**src/assert_macros.svh**
```systemverilog
// Assertion helper macros for the ASCII hex frame receiver.
// Included by the modules that carry concurrent checks.
`ifndef ASSERT_MACROS_SVH
`define ASSERT_MACROS_SVH

// Plain property check, sampled on the rising clock edge and off during reset.
`define AHFR_ASSERT(lbl, clk, rst, prop) \
   lbl: assert property (@(posedge clk) disable iff (rst) (prop)) \
      else $error("ahfr assertion failed");

// Same-cycle implication check.
`define AHFR_ASSERT_IMP(lbl, clk, rst, ante, cons) \
   lbl: assert property (@(posedge clk) disable iff (rst) (ante) |-> (cons)) \
      else $error("ahfr implication failed");

`endif

```
**src/ahfr_pkg.sv**
```systemverilog
// Shared types, constants and hex helpers of the ASCII hex frame receiver.
// No dependencies; imported by every module of the block.
`timescale 1ns / 1ps
`default_nettype none

package ahfr_pkg;

   localparam logic [7:0]  START_CHAR = 8'h3A;      // ':'
   localparam logic [7:0]  END_CHAR   = 8'h0D;      // carriage return
   localparam logic [8:0]  MIN_FRAME  = 9'd11;      // 9 + 2
   localparam logic [8:0]  COUNT_MAX  = 9'd511;
   localparam logic [3:0]  NIBBLE     = 4'hF;
   localparam logic [30:0] GAP_RESET  = 31'd29825;  // 1193 * 25

   localparam int unsigned CSR_ADDR_W = 3;
   localparam logic [0:0]  REG_GAP_LIMIT = 1'b0;

   typedef enum logic [0:0] {
      KIND_DATA   = 1'b0,
      KIND_STATUS = 1'b1
   } kind_type;

   typedef enum logic [1:0] {
      STATUS_OK       = 2'd0,
      STATUS_CHECKSUM = 2'd1,
      STATUS_SIZE     = 2'd2,
      STATUS_SHORT    = 2'd3
   } status_type;

   typedef struct packed {
      kind_type   kind;
      logic [7:0] data_char;
      status_type status;
      logic [7:0] source_addr;
      logic [7:0] dest_addr;
      logic [7:0] msg_code;
      logic [7:0] data_length;
      logic [7:0] frame_channel;
   } result_type;

   function automatic logic [3:0] hex_nibble(input logic [7:0] c);
      logic [7:0] v;
      if (c inside {[8'h41:8'h7F]}) begin
         v = c - 8'h41 + 8'd10;
      end else begin
         v = c - 8'h30;
      end
      return v[3:0] & NIBBLE;
   endfunction

   function automatic logic [7:0] hex_digit(input logic [3:0] n);
      if (n > 4'd9) begin
         return {4'h0, n} + 8'h41 - 8'd10;
      end
      return {4'h0, n} + 8'h30;
   endfunction

endpackage

`default_nettype wire

```
**src/ascii_hex_frame_receiver_unit.sv**
```systemverilog
// Top level of the ASCII hex frame receiver.
// Depends on ahfr_pkg, ahfr_csr, ahfr_core and ahfr_out_buf.
//
// Usage:
//  - Request channel (req_valid / req_stall): one logged serial character per
//    transaction with its channel and tick time.
//  - Response channel (rsp_valid / rsp_stall): zero or one result per
//    character: a tentative data character (kind 0, two characters late) or
//    a frame end status with the decoded header (kind 1).
//  - csr_* port: APB-style access to gap_limit at byte address 0.
// Timing: a character is registered in the input register on acceptance,
//  processed from there once the output buffer has room, and its result
//  written into a two-entry output buffer that drives rsp_*.
// Throughput: one character per cycle while the output buffer is not full.
// Stall: while the receiver stalls, results collect in the output buffer;
//  once it holds two, the input register holds its character and req_stall
//  rises until an entry drains.
// Reset: synchronous; the tracker returns to hunting for ':' and gap_limit
//  returns to 29825 ticks.
`timescale 1ns / 1ps
`default_nettype none

module ascii_hex_frame_receiver_unit
   import ahfr_pkg::*;
(
   input  wire logic                  clock,
   input  wire logic                  reset,
   input  wire logic                  req_valid,
   output logic                       req_stall,
   input  wire logic [7:0]            req_rx_char,
   input  wire logic [7:0]            req_line_channel,
   input  wire logic [31:0]           req_tick_time,
   output logic                       rsp_valid,
   input  wire logic                  rsp_stall,
   output logic                       rsp_result_kind,
   output logic      [7:0]            rsp_data_char,
   output logic      [1:0]            rsp_status,
   output logic      [7:0]            rsp_source_addr,
   output logic      [7:0]            rsp_dest_addr,
   output logic      [7:0]            rsp_msg_code,
   output logic      [7:0]            rsp_data_length,
   output logic      [7:0]            rsp_frame_channel,
   input  wire logic                  csr_psel,
   input  wire logic                  csr_penable,
   input  wire logic                  csr_pwrite,
   input  wire logic [CSR_ADDR_W-1:0] csr_paddr,
   input  wire logic [31:0]           csr_pwdata,
   output logic      [31:0]           csr_prdata,
   output logic                       csr_pready
);

   logic [30:0] gap_limit;
   logic        buf_full;
   logic        push_valid;
   result_type  push_data;
   result_type  rsp_data;

   ahfr_csr u_csr (
      .clock       (clock),
      .reset       (reset),
      .csr_psel    (csr_psel),
      .csr_penable (csr_penable),
      .csr_pwrite  (csr_pwrite),
      .csr_paddr   (csr_paddr),
      .csr_pwdata  (csr_pwdata),
      .csr_prdata  (csr_prdata),
      .csr_pready  (csr_pready),
      .gap_limit   (gap_limit)
   );

   ahfr_core u_core (
      .clock            (clock),
      .reset            (reset),
      .req_valid        (req_valid),
      .req_stall        (req_stall),
      .req_rx_char      (req_rx_char),
      .req_line_channel (req_line_channel),
      .req_tick_time    (req_tick_time),
      .gap_limit        (gap_limit),
      .buf_full         (buf_full),
      .push_valid       (push_valid),
      .push_data        (push_data)
   );

   ahfr_out_buf u_out_buf (
      .clock      (clock),
      .reset      (reset),
      .push_valid (push_valid),
      .push_data  (push_data),
      .buf_full   (buf_full),
      .rsp_valid  (rsp_valid),
      .rsp_stall  (rsp_stall),
      .rsp_data   (rsp_data)
   );

   assign rsp_result_kind   = rsp_data.kind;
   assign rsp_data_char     = rsp_data.data_char;
   assign rsp_status        = rsp_data.status;
   assign rsp_source_addr   = rsp_data.source_addr;
   assign rsp_dest_addr     = rsp_data.dest_addr;
   assign rsp_msg_code      = rsp_data.msg_code;
   assign rsp_data_length   = rsp_data.data_length;
   assign rsp_frame_channel = rsp_data.frame_channel;

endmodule

`default_nettype wire

```
**src/ahfr_csr.sv**
```systemverilog
// APB-style register port holding gap_limit.
// Depends on ahfr_pkg for the address width and reset value.
`timescale 1ns / 1ps
`default_nettype none

module ahfr_csr
   import ahfr_pkg::*;
(
   input  wire logic                  clock,
   input  wire logic                  reset,
   input  wire logic                  csr_psel,
   input  wire logic                  csr_penable,
   input  wire logic                  csr_pwrite,
   input  wire logic [CSR_ADDR_W-1:0] csr_paddr,
   input  wire logic [31:0]           csr_pwdata,
   output logic      [31:0]           csr_prdata,
   output logic                       csr_pready,
   output logic      [30:0]           gap_limit
);

   logic [30:0] gap_limit_ff;
   logic [30:0] gap_limit_in;
   logic        hit;

   // byte address 4*i -> register index in bit 2
   assign hit = (csr_paddr[2] == REG_GAP_LIMIT) && (csr_paddr[1:0] == 2'b00);

   always_comb begin
      gap_limit_in = gap_limit_ff;
      if (csr_psel && csr_penable && csr_pwrite && hit) begin
         gap_limit_in = csr_pwdata[30:0];
      end
   end

   always_ff @(posedge clock) begin
      if (reset) begin
         gap_limit_ff <= GAP_RESET;
      end else begin
         gap_limit_ff <= gap_limit_in;
      end
   end

   assign csr_prdata = hit ? {1'b0, gap_limit_ff} : 32'h0;
   assign csr_pready = 1'b1;
   assign gap_limit  = gap_limit_ff;

endmodule

`default_nettype wire

```
**src/ahfr_core.sv**
```systemverilog
// Input register and frame tracker: one char per cycle unless stalled, <=1 result out.
// Depends on ahfr_pkg for constants, result struct and hex helpers.
`timescale 1ns / 1ps
`default_nettype none
`include "assert_macros.svh"

module ahfr_core
   import ahfr_pkg::*;
(
   input  wire logic        clock,
   input  wire logic        reset,
   input  wire logic        req_valid,
   output logic             req_stall,
   input  wire logic [7:0]  req_rx_char,
   input  wire logic [7:0]  req_line_channel,
   input  wire logic [31:0] req_tick_time,
   input  wire logic [30:0] gap_limit,
   input  wire logic        buf_full,
   output logic             push_valid,
   output result_type       push_data
);

   // input register
   logic        in_valid_ff, in_valid_in;
   logic [7:0]  in_char_ff, in_chan_ff;
   logic [31:0] in_time_ff;

   // frame state
   logic        in_frame_ff, in_frame_in;
   logic [8:0]  count_ff, count_in;
   logic [7:0]  src_ff, src_in, dst_ff, dst_in, code_ff, code_in, len_ff, len_in;
   logic [7:0]  xor_ff, xor_in, chk0_ff, chk0_in, chk1_ff, chk1_in;
   logic [7:0]  prev_chan_ff;
   logic [31:0] prev_time_ff;

   logic        accept, fire;
   logic [31:0] diff;
   logic        brk, hunt, start;
   logic [2:0]  hdr_pos;
   logic [3:0]  nib;
   status_type  st;
   logic [8:0]  size_diff;

   assign fire      = in_valid_ff && !buf_full;
   assign req_stall = in_valid_ff && buf_full;
   assign accept    = req_valid && !req_stall;

   always_comb begin
      in_valid_in = in_valid_ff;
      if (accept) begin
         in_valid_in = 1'b1;
      end else if (fire) begin
         in_valid_in = 1'b0;
      end
   end

   assign diff = in_time_ff - prev_time_ff;
   // negative tick differences never break a frame
   assign brk  = in_frame_ff && ((in_chan_ff != prev_chan_ff) ||
                                 (!diff[31] && (diff[30:0] > gap_limit)));
   assign hunt  = !in_frame_ff || brk;
   assign start = hunt && (in_char_ff == START_CHAR);

   assign size_diff = count_ff - MIN_FRAME;
   assign hdr_pos   = count_ff[2:0] - 3'd1;
   assign nib       = hex_nibble(in_char_ff);

   always_comb begin
      if (count_ff < MIN_FRAME) begin
         st = STATUS_SHORT;
      end else if (size_diff != {1'b0, len_ff}) begin
         st = STATUS_SIZE;
      end else if ((chk0_ff == hex_digit(xor_ff[7:4])) &&
                   (chk1_ff == hex_digit(xor_ff[3:0]))) begin
         st = STATUS_OK;
      end else begin
         st = STATUS_CHECKSUM;
      end
   end

   always_comb begin
      in_frame_in = in_frame_ff;
      count_in    = count_ff;
      src_in      = src_ff;
      dst_in      = dst_ff;
      code_in     = code_ff;
      len_in      = len_ff;
      xor_in      = xor_ff;
      chk0_in     = chk0_ff;
      chk1_in     = chk1_ff;
      push_valid  = 1'b0;
      push_data   = '0;

      if (in_frame_ff) begin
         if (brk || (in_char_ff == END_CHAR)) begin
            push_valid              = 1'b1;
            push_data.kind          = KIND_STATUS;
            push_data.status        = st;
            push_data.source_addr   = src_ff;
            push_data.dest_addr     = dst_ff;
            push_data.msg_code      = code_ff;
            push_data.data_length   = len_ff;
            push_data.frame_channel = prev_chan_ff;
            in_frame_in             = 1'b0;
         end else begin
            if ((count_ff >= 9'd1) && (count_ff <= 9'd8)) begin
               // header digit: odd position is the high nibble
               case (hdr_pos[2:1])
                  2'd0: begin
                     src_in = count_ff[0] ? {nib, src_ff[3:0]} : {src_ff[7:4], nib};
                  end
                  2'd1: begin
                     dst_in = count_ff[0] ? {nib, dst_ff[3:0]} : {dst_ff[7:4], nib};
                  end
                  2'd2: begin
                     code_in = count_ff[0] ? {nib, code_ff[3:0]} : {code_ff[7:4], nib};
                  end
                  default: begin
                     len_in = count_ff[0] ? {nib, len_ff[3:0]} : {len_ff[7:4], nib};
                  end
               endcase
               xor_in = xor_ff ^ in_char_ff;
            end else if (count_ff >= 9'd9) begin
               // data lags two characters so the checksum pair is never passed on
               if (count_ff >= MIN_FRAME) begin
                  xor_in              = xor_ff ^ chk0_ff;
                  push_valid          = 1'b1;
                  push_data.kind      = KIND_DATA;
                  push_data.data_char = chk0_ff;
               end
               chk0_in = chk1_ff;
               chk1_in = in_char_ff;
            end
            if (count_ff != COUNT_MAX) begin
               count_in = count_ff + 9'd1;
            end
         end
      end

      if (start) begin
         in_frame_in = 1'b1;
         count_in    = 9'd1;
         src_in      = '0;
         dst_in      = '0;
         code_in     = '0;
         len_in      = '0;
         xor_in      = '0;
         chk0_in     = '0;
         chk1_in     = '0;
      end

      if (!fire) begin
         push_valid = 1'b0;
      end
   end

   always_ff @(posedge clock) begin
      if (reset) begin
         in_valid_ff  <= 1'b0;
         in_frame_ff  <= 1'b0;
         count_ff     <= '0;
         src_ff       <= '0;
         dst_ff       <= '0;
         code_ff      <= '0;
         len_ff       <= '0;
         xor_ff       <= '0;
         chk0_ff      <= '0;
         chk1_ff      <= '0;
         prev_chan_ff <= '0;
         prev_time_ff <= '0;
      end else begin
         in_valid_ff <= in_valid_in;
         if (fire) begin
            in_frame_ff  <= in_frame_in;
            count_ff     <= count_in;
            src_ff       <= src_in;
            dst_ff       <= dst_in;
            code_ff      <= code_in;
            len_ff       <= len_in;
            xor_ff       <= xor_in;
            chk0_ff      <= chk0_in;
            chk1_ff      <= chk1_in;
            prev_chan_ff <= in_chan_ff;
            prev_time_ff <= in_time_ff;
         end
      end
   end

   always_ff @(posedge clock) begin
      if (accept) begin
         in_char_ff <= req_rx_char;
         in_chan_ff <= req_line_channel;
         in_time_ff <= req_tick_time;
      end
   end

   `AHFR_ASSERT_IMP(a_hunt_silent, clock, reset, fire && !in_frame_ff, !push_valid)
   `AHFR_ASSERT_IMP(a_data_late, clock, reset,
      push_valid && (push_data.kind == KIND_DATA), count_ff >= MIN_FRAME)
   `AHFR_ASSERT_IMP(a_frame_count, clock, reset, in_frame_ff, count_ff != 9'd0)

endmodule

`default_nettype wire

```
**src/ahfr_out_buf.sv**
```systemverilog
// Two-entry result buffer between the frame tracker and the result channel.
// Depends on ahfr_pkg for the result struct.
`timescale 1ns / 1ps
`default_nettype none
`include "assert_macros.svh"

module ahfr_out_buf
   import ahfr_pkg::*;
(
   input  wire logic       clock,
   input  wire logic       reset,
   input  wire logic       push_valid,
   input  wire result_type push_data,
   output logic            buf_full,
   output logic            rsp_valid,
   input  wire logic       rsp_stall,
   output result_type      rsp_data
);

   result_type mem [2];
   logic [1:0] count_ff, count_in;
   logic       wr_ptr_ff, wr_ptr_in, rd_ptr_ff, rd_ptr_in;
   logic       pop;

   assign rsp_valid = (count_ff != 2'd0);
   assign buf_full  = (count_ff == 2'd2);
   assign pop       = rsp_valid && !rsp_stall;
   assign rsp_data  = mem[rd_ptr_ff];

   always_comb begin
      wr_ptr_in = push_valid ? !wr_ptr_ff : wr_ptr_ff;
      rd_ptr_in = pop ? !rd_ptr_ff : rd_ptr_ff;
      count_in  = count_ff + {1'b0, push_valid} - {1'b0, pop};
   end

   always_ff @(posedge clock) begin
      if (reset) begin
         count_ff  <= '0;
         wr_ptr_ff <= 1'b0;
         rd_ptr_ff <= 1'b0;
      end else begin
         count_ff  <= count_in;
         wr_ptr_ff <= wr_ptr_in;
         rd_ptr_ff <= rd_ptr_in;
      end
   end

   always_ff @(posedge clock) begin
      if (push_valid) begin
         mem[wr_ptr_ff] <= push_data;
      end
   end

   `AHFR_ASSERT(a_no_overflow, clock, reset, !(push_valid && buf_full))
   `AHFR_ASSERT(a_count_range, clock, reset, count_ff != 2'd3)

endmodule

`default_nettype wire

```
**config.mk**
```make
export PLATFORM = sky130hd
export DESIGN_NAME = ascii_hex_frame_receiver_unit
export DESIGN_NICKNAME = d
export VERILOG_FILES = /design/src/ahfr_pkg.sv /design/src/ascii_hex_frame_receiver_unit.sv /design/src/ahfr_csr.sv /design/src/ahfr_core.sv /design/src/ahfr_out_buf.sv
export VERILOG_INCLUDE_DIRS = /design/src /design/src/src
export SDC_FILE = /design/constraint.sdc
export NUM_CORES = 1
export LEC_CHECK = 0
export ABC_AREA = 1
export CAP_MARGIN = 40
export CORE_MARGIN = 1.5
export CORE_UTILIZATION = 64
export CTS_CLUSTER_DIAMETER = 200
export CTS_CLUSTER_SIZE = 14
export DETAILED_ROUTE_END_ITERATION = 16
export DONT_BUFFER_PORTS = 1
export GPL_TIMING_DRIVEN = 0
export PLACE_DENSITY_LB_ADDON = 0.05
export SETUP_SLACK_MARGIN = 0.1
export SYNTH_ARGS = -nofsm -noshare
export SYNTH_HDL_FRONTEND = slang
export SYNTH_SLANG_ARGS = --single-unit
```
**constraint.sdc**
```tcl
create_clock -name clock -period 7.6 [get_ports clock]
set_clock_uncertainty 0.05 [all_clocks]
set_input_delay 0.38 -clock clock [delete_from_list [all_inputs] [get_ports clock]]
set_output_delay 0.38 -clock clock [all_outputs]
set_load 0.005 [all_outputs]
```
======== After elaboration in Yosys (flattened, before gate mapping) ========
Memory sizes are Yosys's and may differ from the RTL's. A register that Yosys moved wholly into a read port is not among the register bits.
Cells that the tools add are included.
cells by class
  muxes and demuxes ....................... 82
  reductions and logical operators ........ 50
  magnitude comparators ................... 10
  equal/unequal tests ..................... 14
  bitwise logic cells ..................... 3
  add/sub/neg operators ................... 15
operators with widths
  operator                                                           count
  2-to-1 mux 8 bit                                                   47
  2-to-1 mux 9 bit                                                   6
  2-to-1 mux 51 bit                                                  1
  AND reduction 6 bit                                                8
  2-to-1 mux 42 bit                                                  1
  subtractor 32 bit                                                  1
  greater-than comparator 31 bit                                     1
  2-to-1 mux 31 bit                                                  1
  2-to-1 mux 1 bit                                                   23
  nonzero test 2 bit                                                 10
  greater-or-equal comparator 9 x 4 -> 1 bit, second input constant  2
  adder 4 x 7 -> 8 bit, second input constant                        2
  == test 8 bit                                                      2
  subtractor 8 x 4 -> 8 bit, second input constant                   2
  XOR 8 bit                                                          2
  adder 4 x 6 -> 7 bit, second input constant                        2
  logical AND 1 bit                                                  14
  AND reduction 5 bit                                                2
  adder 9 x 1 -> 9 bit, second input constant                        1
  greater-or-equal comparator 9 x 1 -> 1 bit, second input constant  1
  <= comparator 9 x 4 -> 1 bit, second input constant                1
  less-than comparator 9 x 4 -> 1 bit, second input constant         1
  != test 9 x 8 -> 1 bit                                             1
  != test 9 bit, second input constant                               1
  other kinds (25)                                                   41
word-level totals
  bits in writable memories ............... 102
  memories ................................ 1
  bits of input ports ..................... 90
  logic and storage cells ................. 198
  output and inout bits ................... 86
  register bits ........................... 190
memory list
  name           words  width  read ports  clocked after memory_dff  write ports  RTL line            RTL
  u_out_buf.mem  2      51     1           1                         1            ahfr_out_buf.sv:20  result_type mem [2];

======== Logic depth before layout (Yosys ltp) ========
Gate-level depths: netlist of run 1.
  word-level depth ........................ 14
  mapped depth ............................ 36
  mapped depth without buffers ............ 36

======== Cells and area by module ========
From an unflattened synthesis of run 1, not the netlist that was laid out.
second synthesis, totals
  cells, all modules ...................... 1799
  area, all modules ....................... 15702.6 µm²
modules (own cells, without submodules)
  module        sequential area each (µm²)  times used  cells each  area an instance (µm²)
  ahfr_core     3583.4                      1           1340        9923.3
  ahfr_out_buf  3163.0                      1           195         4175.3
  ahfr_csr      620.6                       1           264         1604.0

======== Least setup slack after synthesis of run 1 ========
No wires, ideal clock.
  kind .................................... register to register
  start ................................... register u_core.in_time_ff[0]
  end ..................................... memory u_out_buf.mem[0][0] (netlist bit), enable pin
  slack ................................... 1316 ps
  clock period less this slack ............ 6284 ps
  arrival time ............................ 5774 ps
  path buffers ............................ 0
  setup time .............................. 460 ps
  cell stages (with the launch flop) ...... 29
  data required time ...................... 7090 ps
  path through ............................ edfxtp_1 > inv_1 > ha_1 > fa_1 > o21ai_0 > a21boi_0 > o21ai_2 > a21boi_0 > o21ai_0 > a21boi_0 > o21ai_0 > xor2_1 > ha_1 > nand2_1 > nand2_1 > nand2_1 > nand2_1 > nand2_1 > nand2_1 > a21oi_1 > a21oi_1 > nand2_2 > nand2_1 > nand2_1 > nand2_2 > inv_1 > nand2_1 > nand2_1 > nor2_1
between the ends
  cells in the longest elaborated chain, start to end .. 11
  elaborated cells on any way between the ends .. 12
  classes of those cells .................. add/sub: 1; order compare: 1; mux: 5; reduce/logical: 5
ends and longest elaborated chain
  element                                                                     RTL line            RTL
  start, declared                                                             ahfr_core.sv:26     logic [31:0] in_time_ff;
  start signal, assigned                                                      ahfr_core.sv:193    in_time_ff <= req_tick_time;
  subtractor 32 bit *                                                         ahfr_core.sv:57     assign diff = in_time_ff - prev_time_ff;
  greater-than comparator 31 bit / logical NOT 1 bit (equally long branches)  ahfr_core.sv:60     (!diff[31] && (diff[30:0] > gap_limit)));
  logical AND 1 bit *                                                         ahfr_core.sv:60
  logical OR 1 bit *                                                          ahfr_core.sv:59     assign brk = in_frame_ff && ((in_chan_ff != prev_chan_ff) ||
  logical AND 1 bit *                                                         ahfr_core.sv:59
  logical OR 1 bit *                                                          ahfr_core.sv:95     if (brk || (in_char_ff == END_CHAR)) begin
  2-to-1 mux 1 bit *                                                          ahfr_core.sv:95
  2-to-1 mux 1 bit *                                                          ahfr_core.sv:94     if (in_frame_ff) begin
  2-to-1 mux 1 bit *                                                          ahfr_core.sv:152    if (!fire) begin
  2-to-1 mux 1 bit *                                                          ahfr_out_buf.sv:49  if (push_valid) begin
  2-to-1 mux 1 bit (implied by the code) *                                    ahfr_out_buf.sv:50  mem[wr_ptr_ff] <= push_data;
  end, declared                                                               ahfr_out_buf.sv:20
Mark *: on every way between the ends. The rest lies on a longest branch, timed or not.

======== Worst setup path after layout of run 1 ========
  start ................................... register u_core.in_time_ff[0]
  end ..................................... memory u_out_buf.mem[0][29] (netlist bit), enable pin
Same word-level chain as after synthesis.

==> impl_metrics.json, run 1 <==
{
  "post_layout_nonfiller_instances": 2133,
  "timing.max_slew.rel_slack_pct": 49.39,
  "mostFrequentLayoutCell": "sky130_fd_sc_hd__nand2_1",
  "dieHeight_um": 156.1,
  "layout_min_cycle_time_ns": 5.935,
  "drc": 0,
  "seq_power_share_pct": 50.2,
  "critPathMaxFanout": 20,
  "post_synth_instance_area_um2": 15000,
  "start_kind": "flop",
  "r2r_setup_slack_ns": 1.66,
  "timing_worst_slew_pin_value_ns": 0.7591,
  "num-fill-cells": 1750,
  "grt_max_degree": 39,
  "final_area_um2": 16840,
  "comb_power_share_pct": 16.3,
  "post_synth_num_cell_types": 50,
  "die_x_um": 156.1,
  "post_cts.resized_instances": 0,
  "post_route_antenna_net_violation_count": 0,
  "clock_tree.buffer_depth": 3,
  "final-max-slew-violation-count": 0,
  "initial_antenna_violation_count": 1,
  "fmax_mhz": 168.5,
  "cell_with_the_largest_stage_delay_on_the_worst_path": "sky130_fd_sc_hd__nor2_4",
  "async_flop_share_pct": 0,
  "endpoint": "u_out_buf.mem[0][29]",
  "holdCritPathClass": "primary input to flop",
  "timing.critical_path.slowest_cell_delay_ns": 0.48,
  "finish.net_count": 1969,
  "gpl_congestion": 0.9283,
  "finalWirelength_mm": 35.64,
  "cts_tree": "done",
  "timing.critical_path.mode_cell": "sky130_fd_sc_hd__nand2_1",
  "synth_edf_count": 150,
  "power_mw": 3.411,
  "final_hold_slack_ns": 0.01438,
  "path_depth": 30,
  "dpl.cell_count": 2023,
  "tritoncts.num_buffers": 24,
  "grt_remaining_overflow": 0,
  "utilization_pct": 73.72,
  "cp_data_arrival_time_ns": 6.12,
  "cts-htree-levels": 1,
  "ios": 176,
  "setup_slack_of_the_critical_path_after_layout_ns": 1.665,
  "drt_pass1_iterations": 6,
  "worst_setup_hold_path_clk_slew_ns": 0.07,
  "clock_sinks": 293,
  "postCtsSetupBuffers": 0,
  "area_of_placed_instances_um2": 15500,
  "first_global_vias": 10990,
  "final.setup.tns_ns": 0,
  "maxCapViolations": 0,
  "worst-path-buf-inv": 4,
  "setup_violations": 0,
  "hold_path_startpoint": "csr_pwdata[23]",
  "internal_pwr_total_mw": 2.512,
  "synth_cells": 1706,
  "critPathTopFamily": "compound AO/OA/AOI/OAI gates",
  "drive_gt1_share_pct": 7.532,
  "timing.final.crit_share_pct": 78.09,
  "netSwitchingPower_mw": 0.8989,
  "route.vias.total": 11750,
  "yosys_most_used_dff": "sky130_fd_sc_hd__edfxtp_1",
  "r2r_end": "u_out_buf.mem[0][29]",
  "synth_fp_nets": 1873,
  "dieArea_um2": 24370,
  "commonest_non_fill_non_tap_cells_in_the_layout": "sky130_fd_sc_hd__nand2_1, sky130_fd_sc_hd__nor2_1, sky130_fd_sc_hd__inv_1",
  "ys.warnings.count": 0,
  "worst-r2r-cell-count": 30,
  "grt_first_pass_wirelength_mm": 55.37,
  "numPortBuffers": 0,
  "start_util_pct": 65.66,
  "layout-area-overhead-vs-synth_pct": 12.28,
  "run_status": "finished, final reports clean",
  "synthesis.area_per_instance_um2": 8.794,
  "synth_sequential_area_ratio_pct": 49.11,
  "ir_drop_mv": 0.2239,
  "row_count": 55,
  "dpl.hpwl_mm": 25.89,
  "sw_frac_of_total_pct": 26.36,
  "core_um2": 22850,
  "post-place-ws_ns": 1.710,
  "power.clock.fraction_pct": 33.4,
  "grt_setup_unrepaired": "no",
  "total_track_usage_pct": 28.71,
  "ys_seq_elements": 293,
  "startpoint": "u_core.in_time_ff[0]",
  "timing_hold_violations_final": 0,
  "drt-vias-per-instance": 5.508,
  "cts_hold_repair.buffers": 66,
  "crit-reg2reg-launch": "u_core.in_time_ff[0]",
  "worstPathRequired_ns": 7.79,
  "critical_path_class": "flop to flop",
  "power_leakage_nw": 6.639,
  "cts_root_buf": "sky130_fd_sc_hd__clkbuf_16",
  "endpoint_kind": "flop",
  "dr.first_iter.drc_count": 904,
  "post_drt_wl_per_cell_um": 16.71,
  "worst_skew_pair.late_latency_ns": 0.54,
  "power_density_nw_per_um2": 202.5
}
[kinds of logic after synthesis]
logic type	Yosys count	share of synthesized area, %
buffers and inverters	252	6.814
flip-flops	293	49.11
other	2	0.05006
multiplexers	51	3.828
AND/OR/NAND/NOR	663	18.47
adder cells (fa/ha/maj)	77	6.472
XOR/XNOR	70	4.087
AO/OA/AOI/OAI	298	11.18
[power groups by stage]
stage	clock, mW	sequential, mW	combinational, mW
6_report	1.14	1.71	0.556
5_1_grt	1.21	1.72	0.628
4_1_cts	1.16	1.71	0.550
3_5_place_dp	0	1.75	0.518
3_3_place_gp	0	1.75	0.502
2_1_floorplan	0	1.74	0.402
[final cells by class]
cell class	instances	area, um2	area share (%)
Clock buffer	42	668.1	3.967
Timing Repair Buffer	70	755.7	4.487
Multi-Input combinational cell	1161	6620	39.30
Clock inverter	1	16.27	0.09657
Antenna cell	1	2.502	0.01486
Sequential cell	293	7367	43.74
Inverter	183	686.9	4.078
Tap cell	313	391.6	2.325
Buffer	69	335.3	1.991
[worst min path at each step]
stage / end / slack [ns] / cells after the start
floorplan: flop / 0.38 / 1
global placement: u_out_buf.rd_ptr_ff / 0.39 / 1
detailed placement: u_core.prev_time_ff[27] / 0.40 / 2
CTS: u_csr.gap_limit[23] / 0.002 / 2
global route: u_csr.gap_limit[23] / 0.03 / 2
finish: u_csr.gap_limit[23] / 0.01 / 2
[metal layers]
layer	GRT usage [%]	wire length, um	vias up
met5	0	0	-
met4	7.937	822	0
met3	4.500	2428	55
met2	48.21	16750	391
met1	38.68	15640	5433
li1	-	-	5869
[flip-flops by register name (all words and copies together) (netlist names), 2 cells and up, named ones only]
name / cells
u_core.chk0_ff: 8
u_core.chk1_ff: 8
u_core.code_ff: 8
u_core.count_ff: 9
u_core.dst_ff: 8
u_core.in_chan_ff: 8
u_core.in_char_ff: 8
u_core.in_time_ff: 32
u_core.len_ff: 8
u_core.prev_chan_ff: 8
u_core.prev_time_ff: 32
u_core.src_ff: 8
u_core.xor_ff: 8
u_csr.gap_limit: 31
u_out_buf.count_ff: 2
u_out_buf.mem: 102
[cells in the mapped netlist (4+ instances only)]
| master | n | area, um2 |
|---|---|---|
| sky130_fd_sc_hd__o21ai_0 | 111 | 555.5 |
| sky130_fd_sc_hd__nor3_1 | 19 | 95.09 |
| sky130_fd_sc_hd__inv_1 | 182 | 683.2 |
| sky130_fd_sc_hd__buf_2 | 7 | 35.03 |
| sky130_fd_sc_hd__clkbuf_1 | 42 | 157.7 |
| sky130_fd_sc_hd__dfxtp_1 | 143 | 2863 |
| sky130_fd_sc_hd__a21oi_1 | 148 | 740.7 |
| sky130_fd_sc_hd__a21o_1 | 4 | 30.03 |
| sky130_fd_sc_hd__edfxtp_1 | 150 | 4504 |
| sky130_fd_sc_hd__xor2_1 | 46 | 402.9 |
| sky130_fd_sc_hd__nand2_2 | 9 | 56.30 |
| sky130_fd_sc_hd__nor2_2 | 5 | 31.28 |
| sky130_fd_sc_hd__nor2_1 | 236 | 885.9 |
| sky130_fd_sc_hd__ha_1 | 76 | 950.9 |
| sky130_fd_sc_hd__nand4_1 | 10 | 62.56 |
| sky130_fd_sc_hd__nand2_1 | 283 | 1062 |
| sky130_fd_sc_hd__a31oi_1 | 9 | 56.30 |
| sky130_fd_sc_hd__buf_1 | 8 | 30.03 |
| sky130_fd_sc_hd__xnor2_1 | 24 | 210.2 |
| sky130_fd_sc_hd__buf_4 | 6 | 45.04 |
| sky130_fd_sc_hd__buf_6 | 6 | 67.56 |
| sky130_fd_sc_hd__o41ai_2 | 7 | 113.9 |
| sky130_fd_sc_hd__nand3_1 | 82 | 410.4 |
| sky130_fd_sc_hd__mux2_2 | 51 | 574.3 |
Power figures use the tool's default switching activity.
==> run 2: changes to the inputs <==
==> constraint.sdc (replaced) <==
create_clock -name clock -period 5.6 [get_ports clock]
set_clock_uncertainty 0.05 [all_clocks]
set_input_delay 0.28 -clock clock [delete_from_list [all_inputs] [get_ports clock]]
set_output_delay 0.28 -clock clock [all_outputs]
set_load 0.005 [all_outputs]
==> run 2 against run 1 <==
Final cell count is 1.1% higher. Worst hold slack better by 0.17 ns. First-iteration DRC count is 9.4% higher. Count of clock-buffer cells in the layout is 1 higher. Clock power is 37% higher. Non-clock buffer count is 21 higher. Wire length is 3.4% higher. Combinational power is 40% higher. Register-to-register slack worse by 1.2 ns. Core utilization is 1.1 points higher. Critical path depth is 2 higher. Largest cell class unchanged. Highest routed layer unchanged.
==> impl_metrics.json, run 2 (same netlist as run 1, synthesis figures left out) <==
{
  "run_status": "finished, final reports clean",
  "setup_violations": 0,
  "crit-reg2reg-launch": "u_core.in_time_ff[6]",
  "fmax_mhz": 193.6,
  "timing.critical_path.slowest_cell_delay_ns": 0.42,
  "top_register": "u_out_buf.mem",
  "cts-htree-levels": 1,
  "worst_setup_hold_path_clk_slew_ns": 0.07,
  "clock_tree.buffer_depth": 3,
  "numPortBuffers": 0,
  "layout-area-overhead-vs-synth_pct": 13.94,
  "layout_top_registers": "u_out_buf.mem: 102 flops, u_core.in_time_ff: 32 flops, u_core.prev_time_ff: 32 flops",
  "grt_first_pass_wirelength_mm": 57.54,
  "drt_pass1_iterations": 6,
  "post_drt_wl_per_cell_um": 17.08,
  "power_leakage_nw": 6.741,
  "drive_gt1_share_pct": 7.985,
  "route.vias.total": 11950,
  "cell_with_the_largest_stage_delay_on_the_worst_path": "sky130_fd_sc_hd__edfxtp_1",
  "dieArea_um2": 24370,
  "routedLengthMet1_mm": 15.98,
  "worst-r2r-cell-count": 32,
  "critPathMaxFanout": 11,
  "timing.critical_path.mode_cell": "sky130_fd_sc_hd__nand2_1",
  "cts_root_buf": "sky130_fd_sc_hd__clkbuf_16",
  "max_reg_flops": 102,
  "timing.final.crit_share_pct": 92.24,
  "dieHeight_um": 156.1,
  "num-fill-cells": 1749,
  "row_count": 55,
  "seq_power_share_pct": 49.9,
  "hold_depth": 2,
  "ir_drop_mv": 0.2677,
  "power.clock.fraction_pct": 33.4,
  "timing_worst_slew_pin_value_ns": 0.7583,
  "grt_setup_unrepaired": "no",
  "final-max-slew-violation-count": 0,
  "start_util_pct": 65.66,
  "endpoint_kind": "flop",
  "sw_frac_of_total_pct": 26.55,
  "grt_remaining_overflow": 0,
  "grt_max_degree": 38,
  "drt-vias-per-instance": 5.542,
  "dr.first_iter.drc_count": 989,
  "r2r_setup_slack_ns": 0.43,
  "maxCapViolations": 0,
  "post_route_antenna_net_violation_count": 0,
  "comb_power_share_pct": 16.7,
  "mostFrequentLayoutCell": "sky130_fd_sc_hd__nand2_1",
  "top_layer_used": "met4",
  "initial_antenna_violation_count": 2,
  "tritoncts.num_buffers": 24,
  "final_area_um2": 17090,
  "timing.max_slew.rel_slack_pct": 48.98,
  "worstPathRequired_ns": 5.77,
  "finish.net_count": 1990,
  "timing.hold.worst_endpoint": "u_core.xor_ff[0]",
  "finalWirelength_mm": 36.85,
  "setup_slack_of_the_critical_path_after_layout_ns": 0.4344,
  "post_layout_nonfiller_instances": 2157,
  "utilization_pct": 74.81,
  "r2r_end": "u_out_buf.mem[1][48]",
  "drc": 0,
  "worst-path-buf-inv": 6,
  "internal_pwr_total_mw": 3.425,
  "start_kind": "flop",
  "layout_min_cycle_time_ns": 5.166,
  "critical_path_class": "flop to flop",
  "critPathTopFamily": "simple AND/OR/NAND/NOR gates",
  "core_um2": 22850,
  "dpl.cell_count": 2023,
  "dpl.hpwl_mm": 26.05,
  "clock_sinks": 293,
  "gpl_congestion": 0.9089,
  "netSwitchingPower_mw": 1.238,
  "post-place-ws_ns": -0.2631,
  "area_of_placed_instances_um2": 15490,
  "hold_path_startpoint": "reset",
  "timing_hold_violations_final": 0,
  "total_track_usage_pct": 29.84,
  "worst_skew_pair.late_latency_ns": 0.54,
  "cts_tree": "done",
  "met3_wirelength_mm": 2.419,
  "cp_data_arrival_time_ns": 5.34,
  "holdCritPathClass": "primary input to flop",
  "power_density_nw_per_um2": 272.8,
  "commonest_non_fill_non_tap_cells_in_the_layout": "sky130_fd_sc_hd__nand2_1, sky130_fd_sc_hd__nor2_1, sky130_fd_sc_hd__inv_1",
  "met2WireLength_mm": 17.02,
  "first_global_vias": 11380,
  "die_x_um": 156.1,
  "power_mw": 4.663,
  "ios": 176
}
-- run 2: cell count changes in the layout (fill, tap and decap cells not counted), moves of 3 or more --
| cell | change |
|---|---|
| sky130_fd_sc_hd__buf_4 | +5 |
| sky130_fd_sc_hd__o21ai_1 | +3 |
| sky130_fd_sc_hd__dlygate4sd3_1 | +15 |
| sky130_fd_sc_hd__o21ai_0 | -4 |
-- run 2: layout make-up --
class | count | area (um2) | area share [%]
well taps | 313 | 391.6 | 2.291
inverters | 183 | 691.9 | 4.048
clock buffers | 43 | 671.9 | 3.931
plain buffers | 69 | 335.3 | 1.962
clock inverters | 1 | 16.27 | 0.09516
flip-flops and latches | 293 | 7367 | 43.10
diodes | 3 | 7.507 | 0.04392
multi-input cells | 1161 | 6643 | 38.86
repair buffers | 91 | 968.4 | 5.666
-- run 2: how the worst max path moves through the flow --
stage,start,endpoint,slack (ns),depth (start not counted)
3_5_place_dp,u_core.in_time_ff[0],u_out_buf.mem[0][37],-0.26,30
5_1_grt,u_core.in_time_ff[3],u_out_buf.mem[1][48],0.08,32
6_report,u_core.in_time_ff[6],u_out_buf.mem[1][48],0.43,32
3_3_place_gp,u_core.in_time_ff[0],u_out_buf.mem[0][15],-1.50,28
2_1_floorplan,u_core.in_time_ff[0],u_out_buf.mem[0][0],0.17,28
4_1_cts,u_core.in_time_ff[0],u_out_buf.mem[1][38],0.18,31
-- run 2: repair_timing --
item,4_1_cts,5_1_grt
hold buffers,81,0
endpoints found under the setup margin,101,140
buffers inserted,1,4
gates resized for setup,4,11
pin swaps,1,1
hold endpoints to repair,82,0
cloned,0,1
-- run 2: stage by stage --
stage / hold WS [ns] / TNS, ns
after floorplan: 0.3289 / 0
after global placement: 0.3289 / -134.32
after detailed placement: 0.3289 / -15.97
after CTS: 0.1674 / 0
after global routing: 0.2529 / 0
final: 0.1861 / 0
-- run 2: layer usage --
metal / up-vias / GRT usage (%)
li1: 5899 / -
met1: 5550 / 39.41
met2: 411 / 48.97
met3: 94 / 5.139
met4: 0 / 11.88
met5: - / 0
-- run 2: power groups by stage --
| stage | Clock (mW) | Sequential, mW | Combinational (mW) |
|---|---|---|---|
| floorplan | 0 | 2.37 | 0.545 |
| global placement | 0 | 2.37 | 0.681 |
| detailed placement | 0 | 2.37 | 0.705 |
| CTS | 1.58 | 2.33 | 0.759 |
| global route | 1.65 | 2.33 | 0.874 |
| finish | 1.56 | 2.33 | 0.780 |
-- run 2: worst reg2reg max path, delay by kind of cell (launching register included) --
| kind | cells | cell delay, ns |
|---|---|---|
| fa+ha+maj | 2 | 0.65 |
| flops | 1 | 0.42 |
| simple gates | 18 | 1.97 |
| xor+xnor | 1 | 0.16 |
| compound gates | 5 | 0.87 |
| buf+inv | 6 | 0.75 |
